--- src/rtl/core/scpf_pkg.sv ---
`timescale 1ns / 1ps

package scpf_pkg;

  localparam int unsigned ModeW   = 4;
  localparam int unsigned ValueW  = 32;
  localparam int unsigned ByteW   = 8;
  localparam int unsigned IdxW    = 4;
  localparam int unsigned CrcW    = 16;
  localparam int unsigned DlenW   = 3;

  localparam logic [CrcW-1:0]  CrcPoly   = 16'h8005;
  localparam logic [ByteW-1:0] InstrWrite = 8'h03;
  localparam logic [ByteW-1:0] InstrRead  = 8'h02;
  localparam logic [ByteW-1:0] ServoIdRst = 8'h01;
  localparam logic [ByteW-1:0] ReadSize   = 8'h04;

  localparam logic [ModeW-1:0] ModeOpMode  = 4'd0;
  localparam logic [ModeW-1:0] ModeTorque  = 4'd1;
  localparam logic [ModeW-1:0] ModePos     = 4'd2;
  localparam logic [ModeW-1:0] ModeVel     = 4'd3;
  localparam logic [ModeW-1:0] ModePwm     = 4'd4;
  localparam logic [ModeW-1:0] ModePGain   = 4'd5;
  localparam logic [ModeW-1:0] ModeDGain   = 4'd6;
  localparam logic [ModeW-1:0] ModeVelLim  = 4'd7;
  localparam logic [ModeW-1:0] ModeReadPos = 4'd8;
  localparam logic [ModeW-1:0] ModeCount   = 4'd9;

  localparam logic [IdxW-1:0] IdxHdr0    = 4'd0;
  localparam logic [IdxW-1:0] IdxHdr1    = 4'd1;
  localparam logic [IdxW-1:0] IdxHdr2    = 4'd2;
  localparam logic [IdxW-1:0] IdxHdr3    = 4'd3;
  localparam logic [IdxW-1:0] IdxId      = 4'd4;
  localparam logic [IdxW-1:0] IdxLenLo   = 4'd5;
  localparam logic [IdxW-1:0] IdxLenHi   = 4'd6;
  localparam logic [IdxW-1:0] IdxInstr   = 4'd7;
  localparam logic [IdxW-1:0] IdxAddrLo  = 4'd8;
  localparam logic [IdxW-1:0] IdxAddrHi  = 4'd9;
  localparam logic [IdxW-1:0] IdxData0   = 4'd10;
  localparam logic [IdxW-1:0] IdxData1   = 4'd11;
  localparam logic [IdxW-1:0] IdxData2   = 4'd12;
  localparam logic [IdxW-1:0] IdxData3   = 4'd13;

  typedef enum logic [1:0] {
    StIdle,
    StBody,
    StCrcLo,
    StCrcHi
  } seq_state_e;

  typedef struct packed {
    logic             clear;
    logic             update;
    logic [ByteW-1:0] data;
  } crc_req_t;

  typedef struct packed {
    logic             load;
    logic [ByteW-1:0] data;
    logic             last;
  } out_req_t;

  function automatic logic [DlenW-1:0] mode_data_len(input logic [ModeW-1:0] mode);
    logic [DlenW-1:0] len;
    case (mode)
      ModeOpMode, ModeTorque:          len = 3'd1;
      ModePos, ModeVel, ModeVelLim:    len = 3'd4;
      ModePwm, ModePGain, ModeDGain:   len = 3'd2;
      ModeReadPos:                     len = 3'd2;
      default:                         len = 3'd1;
    endcase
    return len;
  endfunction

  function automatic logic [ByteW-1:0] mode_addr(input logic [ModeW-1:0] mode);
    logic [ByteW-1:0] addr;
    case (mode)
      ModeOpMode:  addr = 8'd11;
      ModeTorque:  addr = 8'h40;
      ModePos:     addr = 8'h74;
      ModeVel:     addr = 8'd104;
      ModePwm:     addr = 8'd100;
      ModePGain:   addr = 8'd84;
      ModeDGain:   addr = 8'd80;
      ModeVelLim:  addr = 8'd44;
      ModeReadPos: addr = 8'd132;
      default:     addr = 8'd0;
    endcase
    return addr;
  endfunction

  function automatic logic [ByteW-1:0] frame_byte(
    input logic [IdxW-1:0]   idx,
    input logic [ModeW-1:0]  mode,
    input logic [ValueW-1:0] value,
    input logic [ByteW-1:0]  servo_id
  );
    logic [ByteW-1:0] b;
    logic             rd;
    rd = (mode == ModeReadPos);
    case (idx)
      IdxHdr0, IdxHdr1: b = 8'hFF;
      IdxHdr2:          b = 8'hFD;
      IdxHdr3:          b = 8'h00;
      IdxId:            b = servo_id;
      IdxLenLo:         b = {{(ByteW-DlenW){1'b0}}, mode_data_len(mode)} + 8'd5;
      IdxLenHi:         b = 8'h00;
      IdxInstr:         b = rd ? InstrRead : InstrWrite;
      IdxAddrLo:        b = mode_addr(mode);
      IdxAddrHi:        b = 8'h00;
      IdxData0:         b = rd ? ReadSize : value[7:0];
      IdxData1:         b = rd ? 8'h00 : value[15:8];
      IdxData2:         b = value[23:16];
      IdxData3:         b = value[31:24];
      default:          b = 8'h00;
    endcase
    return b;
  endfunction

  function automatic logic [CrcW-1:0] crc_next(
    input logic [CrcW-1:0]  crc,
    input logic [ByteW-1:0] data
  );
    logic [CrcW-1:0] c;
    c = crc ^ {data, 8'h00};
    for (int k = 0; k < ByteW; k++) begin
      c = c[CrcW-1] ? ({c[CrcW-2:0], 1'b0} ^ CrcPoly) : {c[CrcW-2:0], 1'b0};
    end
    return c;
  endfunction

endpackage

--- src/rtl/core/scpf_ifs.sv ---
`timescale 1ns / 1ps

interface scpf_cmd_if
  import scpf_pkg::*;
();
  logic                     valid;
  logic                     ready;
  logic        [ModeW-1:0]  mode;
  logic signed [ValueW-1:0] value;

  modport source (output valid, output mode, output value, input ready);
  modport sink   (input valid, input mode, input value, output ready);
endinterface

interface scpf_byte_if
  import scpf_pkg::*;
();
  logic             valid;
  logic             ready;
  logic [ByteW-1:0] packet_byte;
  logic             last_byte;

  modport source (output valid, output packet_byte, output last_byte, input ready);
  modport sink   (input valid, input packet_byte, input last_byte, output ready);
endinterface

--- src/rtl/core/scpf_crc_unit.sv ---
`timescale 1ns / 1ps

module scpf_crc_unit
  import scpf_pkg::*;
(
  input  logic            clk_i,
  input  logic            rst_ni,
  input  crc_req_t        req_i,
  output logic [CrcW-1:0] crc_o
);

  logic [CrcW-1:0] crc_q, crc_d;

  always_comb begin
    crc_d = crc_q;
    if (req_i.clear) begin
      crc_d = '0;
    end else if (req_i.update) begin
      crc_d = crc_next(crc_q, req_i.data);
    end
  end

  always_ff @(posedge clk_i or negedge rst_ni) begin
    if (!rst_ni) begin
      crc_q <= '0;
    end else begin
      crc_q <= crc_d;
    end
  end

  assign crc_o = crc_q;

endmodule

--- src/rtl/core/scpf_seq.sv ---
`timescale 1ns / 1ps

module scpf_seq
  import scpf_pkg::*;
(
  input  logic              clk_i,
  input  logic              rst_ni,
  input  logic              cmd_valid_i,
  input  logic [ModeW-1:0]  cmd_mode_i,
  input  logic [ValueW-1:0] cmd_value_i,
  input  logic [ByteW-1:0]  servo_id_i,
  input  logic              out_free_i,
  output logic              cmd_ready_o,
  output out_req_t          out_req_o
);

  seq_state_e        state_q, state_d;
  logic [IdxW-1:0]   idx_q, idx_d;
  logic [ModeW-1:0]  mode_q, mode_d;
  logic [ValueW-1:0] value_q, value_d;
  logic [IdxW-1:0]   last_idx;
  logic [CrcW-1:0]   crc;
  crc_req_t          crc_req;

  scpf_crc_unit u_crc (
    .clk_i  (clk_i),
    .rst_ni (rst_ni),
    .req_i  (crc_req),
    .crc_o  (crc)
  );

  assign last_idx = IdxAddrHi + {{(IdxW-DlenW){1'b0}}, mode_data_len(mode_q)};

  always_comb begin
    state_d     = state_q;
    idx_d       = idx_q;
    mode_d      = mode_q;
    value_d     = value_q;
    cmd_ready_o = 1'b0;
    out_req_o   = '{load: 1'b0, data: '0, last: 1'b0};
    crc_req     = '{clear: 1'b0, update: 1'b0, data: '0};
    case (state_q)
      StIdle: begin
        cmd_ready_o = 1'b1;
        if (cmd_valid_i) begin
          mode_d  = cmd_mode_i;
          value_d = cmd_value_i;
          if (cmd_mode_i < ModeCount) begin
            state_d       = StBody;
            idx_d         = IdxHdr0;
            crc_req.clear = 1'b1;
          end
        end
      end
      StBody: begin
        if (out_free_i) begin
          out_req_o.load = 1'b1;
          out_req_o.data = frame_byte(idx_q, mode_q, value_q, servo_id_i);
          crc_req.update = 1'b1;
          crc_req.data   = out_req_o.data;
          if (idx_q == last_idx) begin
            state_d = StCrcLo;
          end else begin
            idx_d = idx_q + 4'd1;
          end
        end
      end
      StCrcLo: begin
        if (out_free_i) begin
          out_req_o.load = 1'b1;
          out_req_o.data = crc[ByteW-1:0];
          state_d        = StCrcHi;
        end
      end
      StCrcHi: begin
        if (out_free_i) begin
          out_req_o.load = 1'b1;
          out_req_o.data = crc[CrcW-1:ByteW];
          out_req_o.last = 1'b1;
          state_d        = StIdle;
        end
      end
      default: begin
        state_d = StIdle;
      end
    endcase
  end

  always_ff @(posedge clk_i or negedge rst_ni) begin
    if (!rst_ni) begin
      state_q <= StIdle;
      idx_q   <= '0;
    end else begin
      state_q <= state_d;
      idx_q   <= idx_d;
    end
  end

  always_ff @(posedge clk_i) begin
    mode_q  <= mode_d;
    value_q <= value_d;
  end

endmodule

--- src/rtl/core/servo_command_packet_framer.sv ---
`timescale 1ns / 1ps

// Frames one servo command per request into an instruction packet of 13 to 16 bytes
// (header, servo id, length, instruction, address, data, CRC-16 low then high byte),
// sent one byte per cycle while the output is not stalled, with the final CRC byte
// flagged. A command is accepted first, and its packet bytes then come in order from
// the byte sequencer and its byte-wide CRC unit.
// The input is not ready while a packet is being sent. A mode with no command is
// accepted and produces no bytes. The servo id register may be written while idle.

module servo_command_packet_framer
  import scpf_pkg::*;
(
  input  logic             clk_i,
  input  logic             rst_ni,
  input  logic             cfg_we_i,
  input  logic [ByteW-1:0] cfg_wdata_i,
  scpf_cmd_if.sink         cmd_i,
  scpf_byte_if.source      pkt_o
);

  logic [ByteW-1:0] servo_id_q, servo_id_d;
  logic             out_valid_q, out_valid_d;
  logic [ByteW-1:0] out_byte_q, out_byte_d;
  logic             out_last_q, out_last_d;
  logic             out_free;
  out_req_t         out_req;

  assign out_free = !out_valid_q || pkt_o.ready;

  scpf_seq u_seq (
    .clk_i       (clk_i),
    .rst_ni      (rst_ni),
    .cmd_valid_i (cmd_i.valid),
    .cmd_mode_i  (cmd_i.mode),
    .cmd_value_i (cmd_i.value),
    .servo_id_i  (servo_id_q),
    .out_free_i  (out_free),
    .cmd_ready_o (cmd_i.ready),
    .out_req_o   (out_req)
  );

  always_comb begin
    servo_id_d  = cfg_we_i ? cfg_wdata_i : servo_id_q;
    out_valid_d = out_valid_q;
    out_byte_d  = out_byte_q;
    out_last_d  = out_last_q;
    if (out_req.load) begin
      out_valid_d = 1'b1;
      out_byte_d  = out_req.data;
      out_last_d  = out_req.last;
    end else if (pkt_o.ready) begin
      out_valid_d = 1'b0;
    end
  end

  always_ff @(posedge clk_i or negedge rst_ni) begin
    if (!rst_ni) begin
      servo_id_q  <= ServoIdRst;
      out_valid_q <= 1'b0;
    end else begin
      servo_id_q  <= servo_id_d;
      out_valid_q <= out_valid_d;
    end
  end

  always_ff @(posedge clk_i) begin
    out_byte_q <= out_byte_d;
    out_last_q <= out_last_d;
  end

  assign pkt_o.valid       = out_valid_q;
  assign pkt_o.packet_byte = out_byte_q;
  assign pkt_o.last_byte   = out_last_q;

endmodule

--- src/flat_wrapper.sv ---
// flat-port wrapper written by rule: the top's interface ports become plain ports
module servo_command_packet_framer_flat import scpf_pkg::*;
  (clk_i, rst_ni, cfg_we_i, cfg_wdata_i, cmd_i_valid, cmd_i_mode, cmd_i_value, cmd_i_ready, pkt_o_valid, pkt_o_packet_byte, pkt_o_last_byte, pkt_o_ready);
  scpf_cmd_if cmd_i_i ();
  scpf_byte_if pkt_o_i ();
  input  logic clk_i;
  input  logic rst_ni;
  input  logic cfg_we_i;
  input  logic [ByteW-1:0] cfg_wdata_i;
  input wire logic [$bits(cmd_i_i.valid)-1:0] cmd_i_valid;
  input wire logic [$bits(cmd_i_i.mode)-1:0] cmd_i_mode;
  input wire logic [$bits(cmd_i_i.value)-1:0] cmd_i_value;
  output wire logic [$bits(cmd_i_i.ready)-1:0] cmd_i_ready;
  output wire logic [$bits(pkt_o_i.valid)-1:0] pkt_o_valid;
  output wire logic [$bits(pkt_o_i.packet_byte)-1:0] pkt_o_packet_byte;
  output wire logic [$bits(pkt_o_i.last_byte)-1:0] pkt_o_last_byte;
  input wire logic [$bits(pkt_o_i.ready)-1:0] pkt_o_ready;
  assign cmd_i_i.valid = cmd_i_valid;
  assign cmd_i_i.mode = cmd_i_mode;
  assign cmd_i_i.value = cmd_i_value;
  assign cmd_i_ready = cmd_i_i.ready;
  assign pkt_o_valid = pkt_o_i.valid;
  assign pkt_o_packet_byte = pkt_o_i.packet_byte;
  assign pkt_o_last_byte = pkt_o_i.last_byte;
  assign pkt_o_i.ready = pkt_o_ready;
  servo_command_packet_framer u_core (.clk_i(clk_i), .rst_ni(rst_ni), .cfg_we_i(cfg_we_i), .cfg_wdata_i(cfg_wdata_i), .cmd_i(cmd_i_i), .pkt_o(pkt_o_i));
endmodule
--- config.mk ---
export PLATFORM = sky130hd
export DESIGN_NAME = servo_command_packet_framer_flat
export DESIGN_NICKNAME = d
export VERILOG_FILES = /design/src/rtl/core/scpf_pkg.sv /design/src/rtl/core/scpf_ifs.sv /design/src/rtl/core/scpf_crc_unit.sv /design/src/rtl/core/scpf_seq.sv /design/src/rtl/core/servo_command_packet_framer.sv /design/src/flat_wrapper.sv
export SDC_FILE = /design/constraint.sdc
export NUM_CORES = 1
export LEC_CHECK = 0
export BUFFER_PORTS_ARGS = -buffer_cell sky130_fd_sc_hd__buf_2
export CAP_MARGIN = 25
export CORE_MARGIN = 1.5
export CORE_UTILIZATION = 35
export CTS_CLUSTER_DIAMETER = 150
export DETAILED_ROUTE_END_ITERATION = 16
export SYNTH_ARGS = -nofsm -noshare
export SYNTH_HDL_FRONTEND = slang
export SYNTH_SLANG_ARGS = --single-unit
--- constraint.sdc ---
create_clock -name clk_i -period 4.2 [get_ports clk_i]
set_clock_uncertainty 0.05 [all_clocks]
set_input_delay 0.42 -clock clk_i [delete_from_list [all_inputs] [get_ports clk_i]]
set_output_delay 0.42 -clock clk_i [all_outputs]
set_load 0.005 [all_outputs]
**Word-level counts from Yosys, hierarchy flattened**

Memory sizes are Yosys's and may differ from the RTL's. A register that Yosys moved wholly into a read port is not among the register bits.
Index checks and enable logic that the tools add are counted.

- Register bits: 76
- Memory bits (read-only): 224
- Bits of input ports: 49
- Output and inout port bits: 11
- Word-level logic and storage cells: 101
- Memories: 3

Memory list:

| memory | words | width | rd ports | clocked after memory_dff | wr ports | line | text |
|---|---|---|---|---|---|---|---|
| (name not given) | 16 | 8 | 1 | 1 | 0 | scpf_pkg.sv:77 | `case (mode)` |
| (name not given) | 16 | 3 | 1 | 1 | 0 | scpf_pkg.sv:65 | `case (mode)` |
| (name not given) | 16 | 3 | 1 | 1 | 0 | scpf_pkg.sv:65 |  |

- $add $sub $neg: 3
- $lt $le $gt $ge: 1
- Eq/ne operators: 22
- Multiplexer cells: 43
- Bitwise logic cells: 9
- Reductions and logical operators: 11

Operators by type and width:

| cell | count |
|---|---|
| 16-bit two-way mux | 10 |
| 8-bit case mux with 10 select lines | 1 |
| 4-bit two-way mux | 7 |
| 9-bit two-way mux | 3 |
| 9-bit case mux with 3 select lines | 1 |
| 4-bit equality test, second input constant | 6 |
| 3-bit NOT | 8 |
| 8-bit two-way mux | 2 |
| 16-bit bitwise XOR | 1 |
| 4-bit by 3-bit equality test with 1-bit output, second input constant | 3 |
| 2-bit two-way mux | 6 |
| 10-bit two-way mux | 1 |
| 3-bit two-way mux | 3 |
| 2-bit inequality test, second input constant | 4 |
| 2-bit case mux with 4 select lines | 1 |
| 4-bit case mux with 2 select lines | 1 |
| 1-bit two-way mux | 7 |
| 2-bit by 1-bit inequality test with 1-bit output, second input constant | 3 |
| 6-bit AND reduction | 1 |
| 2-bit nonzero test | 3 |
| 5-bit AND reduction | 1 |
| 3-bit by 3-bit adder with 4-bit output, second input constant | 1 |
| 4-bit by 1-bit adder with 4-bit output, second input constant | 1 |
| 4-bit by 3-bit adder with 4-bit output, first input constant | 1 |
| 12 further kinds | 13 |

**Logic depth before layout (Yosys ltp)**

- Depth in word-level cells: 27
- Depth in mapped cells: 12

**Cells and area by module**

From an unflattened synthesis, not the netlist that was laid out.

- Cell total of the unflattened synthesis: 378
- Area, all modules: 4,366.7 µm²

Modules (own cells, without submodules):

| module | instances | cells each | area each (µm²) |
|---|---|---|---|
| scpf_seq | 1 | 274 | 2,891.5 |
| scpf_crc_unit | 1 | 75 | 834.6 |
| servo_command_packet_framer | 1 | 29 | 640.6 |

**Worst setup path before layout**

OpenSTA, ideal clock, no wires.

- Kind: reg2reg
- From: register u_core.u_seq.idx_q[0]
- To: register u_core.u_seq.u_crc.crc_q[15], in the netlist u_core.u_seq.u_crc.crc_o[15]
- Library setup time: 87 ps
- Arrival: 2,959 ps
- Required time: 4,063 ps
- Slack: 1,104 ps
- Cell stages (with the launch flop): 13
- Buffers on the path: 1
- Period minus slack after synthesis: 3,096 ps
- Cells stage by stage: dfrtp_1 inv_1 ha_1 clkbuf_1 or2_2 o32ai_1 o21bai_1 nand3_2 xor2_4 xor3_1 xnor3_1 xor3_1 a211oi_2

- Cells in the longest elaborated chain, start to end: 17
- Elaborated cells on any way between the ends: 33
- Classes of those cells: eq/ne (10); mux (13); bitwise (8); reduce/logical (2)

Ends and longest elaborated chain:

| what | line | text |
|---|---|---|
| from (decl) | scpf_seq.sv:18 | `logic [IdxW-1:0] idx_q, idx_d;` |
| from (signal assigned) | scpf_seq.sv:95 | `idx_q <= idx_d;` |
| 4-bit by 1-bit equality test with 1-bit output or 4-bit zero test (tied branches) | scpf_pkg.sv:101 | `case (idx)` |
| 2-bit OR reduction | scpf_pkg.sv:101 |  |
| 8-bit case mux with 10 select lines * | scpf_pkg.sv:101 |  |
| 9-bit two-way mux * | scpf_seq.sv:56 | `if (out_free_i) begin` |
| 9-bit two-way mux * | scpf_seq.sv:42 | `case (state_q)` |
| 16-bit bitwise XOR * | scpf_pkg.sv:125 | `c = crc ^ {data, 8'h00};` |
| 16-bit two-way mux * (6 in a row) | scpf_pkg.sv:127 | `c = c[CrcW-1] ? ({c[CrcW-2:0], 1'b0} ^ CrcPoly) : {c[CrcW-2:0], 1'b0};` |
| 3-bit NOT (no source line) or 16-bit two-way mux (tied branches) | n/a |  |
| 16-bit two-way mux * (2 in a row) | scpf_pkg.sv:127 |  |
| 16-bit two-way mux * | scpf_crc_unit.sv:18 | `end else if (req_i.update) begin` |
| 16-bit two-way mux * | scpf_crc_unit.sv:16 | `if (req_i.clear) begin` |
| to (signal assigned) | scpf_crc_unit.sv:27 | `crc_q <= crc_d;` |
| to (decl) | scpf_crc_unit.sv:12 | `logic [CrcW-1:0] crc_q, crc_d;` |

Mark *: on every way between the ends. The rest lies on a longest branch, timed or not. The select of a mux whose other input is x is not followed.
A chain may end at the register's enable or synchronous reset.

**Worst setup path after layout**

- From: register u_core.u_seq.idx_q[3]
- To: register u_core.u_seq.u_crc.crc_q[15], in the netlist u_core.u_seq.u_crc.crc_o[15]

Same word-level chain as after synthesis.

==> impl_metrics.toml <==
[synth]
synthAdderAreaFrac_pct = 4.02
syn_area_per_cell_sq_um = 11.3
synth_xor_area_share_pct = 7.47
async_reset_ff_share_pct = 36.0
synth_compound_area_share_pct = 13.7
synth_top_area_share_pct = 31.0
synth_mux_area_share_pct = 5.43
yosys.area.top_type = "edfxtp_1"
synth-seq-cells = 86
syn-cell-area_sq_um = 4350
synth.most_common_cell = "edfxtp_1"
synthCells = 387
synth_top_family_by_area = "compound AO/OA/AOI/OAI gates"
yosys-top-cells-area = "edfxtp_1 31%, dfrtp_1 17%, dfxtp_1 4.6%, ha_1 4.0%, xnor2_1 3.6%"
synthFlopType = "edfxtp_1"
syn-num-nets = 450
synth.distinct_cells = 54
yosysWarnings = 0
yosysSeqAreaShare_pct = 53.5
synthSimpleGateAreaFrac_pct = 12.8
synth-edff-count = 45
yosys-top-cells-count = "45 x edfxtp_1, 38 x nor2_1, 36 x nand2_1"

[floorplan]
start_util_pct = 36.1
die_x_um = 115
die-area_sq_um = 13100
io_pins = 60
core_area_sq_um = 12100
fp.dieH_um = 115
rows = 40

[sta]
max_slew_margin_pct = 36.0
period_needed_ns = 3.50
setup_viol = 0
rsz0062_at_grt = "false"
slew_viol_final = 0
finalSetupTns_ns = 0
fin_crit_sh_pct = 83.4
worst_pin_slew_ns = 0.934
fmax_ghz = 0.285
final-hold-violation-count = 0

[global_route]
overflow = 0
first_global_vias = 3058
gr-usage-all-layers_pct = 15.4
grt_max_degree = 36
antenna_found_initial = 0
grt_pass1_wl_um = 15300

[setup_path]
cp_top_family = "XOR/XNOR gates"
cp_cell_sequence = "nand2b_1 > nor3_1 > a2111o_1 > nand3_2 > xor2_4 > xor3_1 > xnor3_1 > xor3_1 > a211oi_2"
critPathSlowestCell = "dfrtp_1"
cpMostUsedCell = "xor3_1"
path_max_fanout = 26
path_class = "reg2reg"
slowest_delay_ns = 0.95
critPathRequiredTime_ns = 4.41
cp-start-kind = "flip-flop"
crit_buf_inv = 0
worstPathArrival_ns = 3.71
end_kind = "flip-flop"

[finish]
fill_cells = 1186
final_cell_area_sq_um = 5090
drive_gt1_share_pct = 22.6
num-nets-final = 505
diodes = 0
areaGrowthSynthToFinish_pct = 16.8

[placement]
port_buffers = 59
placed_area_sq_um = 4820
gp_congestion = 0.845
dp_hpwl_um = 6920

[cts]
numCtsBuffers = 9
cts-root-buf = "clkbuf_16"
clockBufferDepth = 2
cts.clk_slew.worst_paths_ns = 0.06
htreeDepth = 3
cts_resized = 0
cts_hold_buf = 0
cts_tree = "done"
clkSinkCount = 86
clk_latency_ns = 0.34
post-cts-setup-buffers = 0

[power]
p_leak_nw = 2.03
powerDensity_nw_per_um2 = 783
ir_worst_vdd_uv = 254

[routing]
wire_per_inst_um = 15.1
via_count = 3026
drtIter0Drc = 123
vias_per_cell = 4.92
drc = 0
ant_nets = 0
first_pass_iters = 4
drt-total-wl_um = 9280

[job]
cap_violations = 0

[status]
status = "finished, final reports clean"

[worst_hold_path]
hp-class = "in2async"
cells in the final DEF, fill, tap and decap left out, types with 2 or more instances in the layout:
master / synthesis / final
o21ai_0: 7 / 7
nand3b_1: 2 / 2
xnor2_1: 18 / 18
inv_1: 12 / 12
nor2_1: 38 / 38
o32ai_1: 3 / 3
o21ai_1: 3 / 3
xor2_1: 8 / 8
xor3_1: 2 / 2
nor3_1: 11 / 11
o21bai_1: 2 / 2
mux2_2: 11 / 11
nand3_1: 6 / 6
a211oi_1: 9 / 9
a22oi_1: 10 / 10
mux2_1: 2 / 2
clkinv_2: 0 / 3
ha_1: 14 / 14
dfxtp_1: 10 / 10
a2111oi_2: 2 / 2
buf_2: 7 / 60
a221oi_1: 6 / 6
clkinv_4: 0 / 2
clkbuf_16: 0 / 9
buf_4: 0 / 6
nand2_1: 36 / 36
a31oi_1: 3 / 3
a32o_1: 4 / 4
o31ai_1: 3 / 3
a21oi_1: 20 / 20
edfxtp_1: 45 / 45
dfrtp_1: 30 / 30
and2_1: 5 / 5
nor2b_1: 7 / 7
nand2b_1: 7 / 7
mux2i_1: 9 / 9
report_power, final:
group          internal, mW  switching, mW
Sequential             1.18          0.188
Clock                 0.399          0.318
Combinational         0.872           1.02
layout make-up:
| class | instances | area (sq um) | area share (%) |
|---|---|---|---|
| clock buffers | 10 | 229 | 4.50 |
| multi-input cells | 267 | 1890 | 37.1 |
| inverters | 12 | 45.0 | 0.885 |
| clock inverters | 6 | 40.0 | 0.787 |
| repair buffers | 66 | 345 | 6.79 |
| flip-flops and latches | 86 | 2330 | 45.8 |
| well taps | 168 | 210 | 4.13 |
per-stage QoR:
stage	power (mW)	util, %	hold WS (ns)	instances	setup WS [ns]
6_report	3.98	42.2	0.0866	615	0.695
3_5_place_dp	3.30	39.9	0.453	599	0.721
4_1_cts	4.03	42.2	0.0992	615	0.697
5_1_grt	4.29	42.2	0.147	615	0.459
2_1_floorplan	2.84	-	0.0744	387	1.10
3_3_place_gp	3.25	39.9	0.455	598	0.833
worst paths after layout:
check / depth (start not counted) / endpoint / slack [ns] / startpoint
worst max-delay path: 9 / u_core.u_seq.u_crc.crc_o[15] / 0.70 / u_core.u_seq.idx_q[3]
worst min-delay path: 1 / u_core.pkt_o.valid / 0.09 / rst_ni
worst max register to register: 9 / u_core.u_seq.u_crc.crc_o[15] / 0.70 / u_core.u_seq.idx_q[3]
worst min register to register: 1 / u_core.servo_id_q[7] / 0.46 / u_core.servo_id_q[7]
max in group asynchronous: 1 / u_core.servo_id_q[4] / 3.54 / rst_ni
min in group clk_i: 1 / u_core.u_seq.value_q[10] / 0.20 / cmd_i_value[10]
cells by family after synthesis:
family                   after synthesis
AO/OA/AOI/OAI                         83
buffers and inverters                 34
adder cells (fa/ha/maj)               14
XOR/XNOR                              30
AND/OR/NAND/NOR                      118
multiplexers                          22
flip-flops                            86
per-layer routing:
metal	track usage (%)	wire [um]
met1	19.1	4210
met2	26.2	4540
met3	4.39	426
met4	4.08	104
met5	0	0
(Power assumes the default switching activity.)
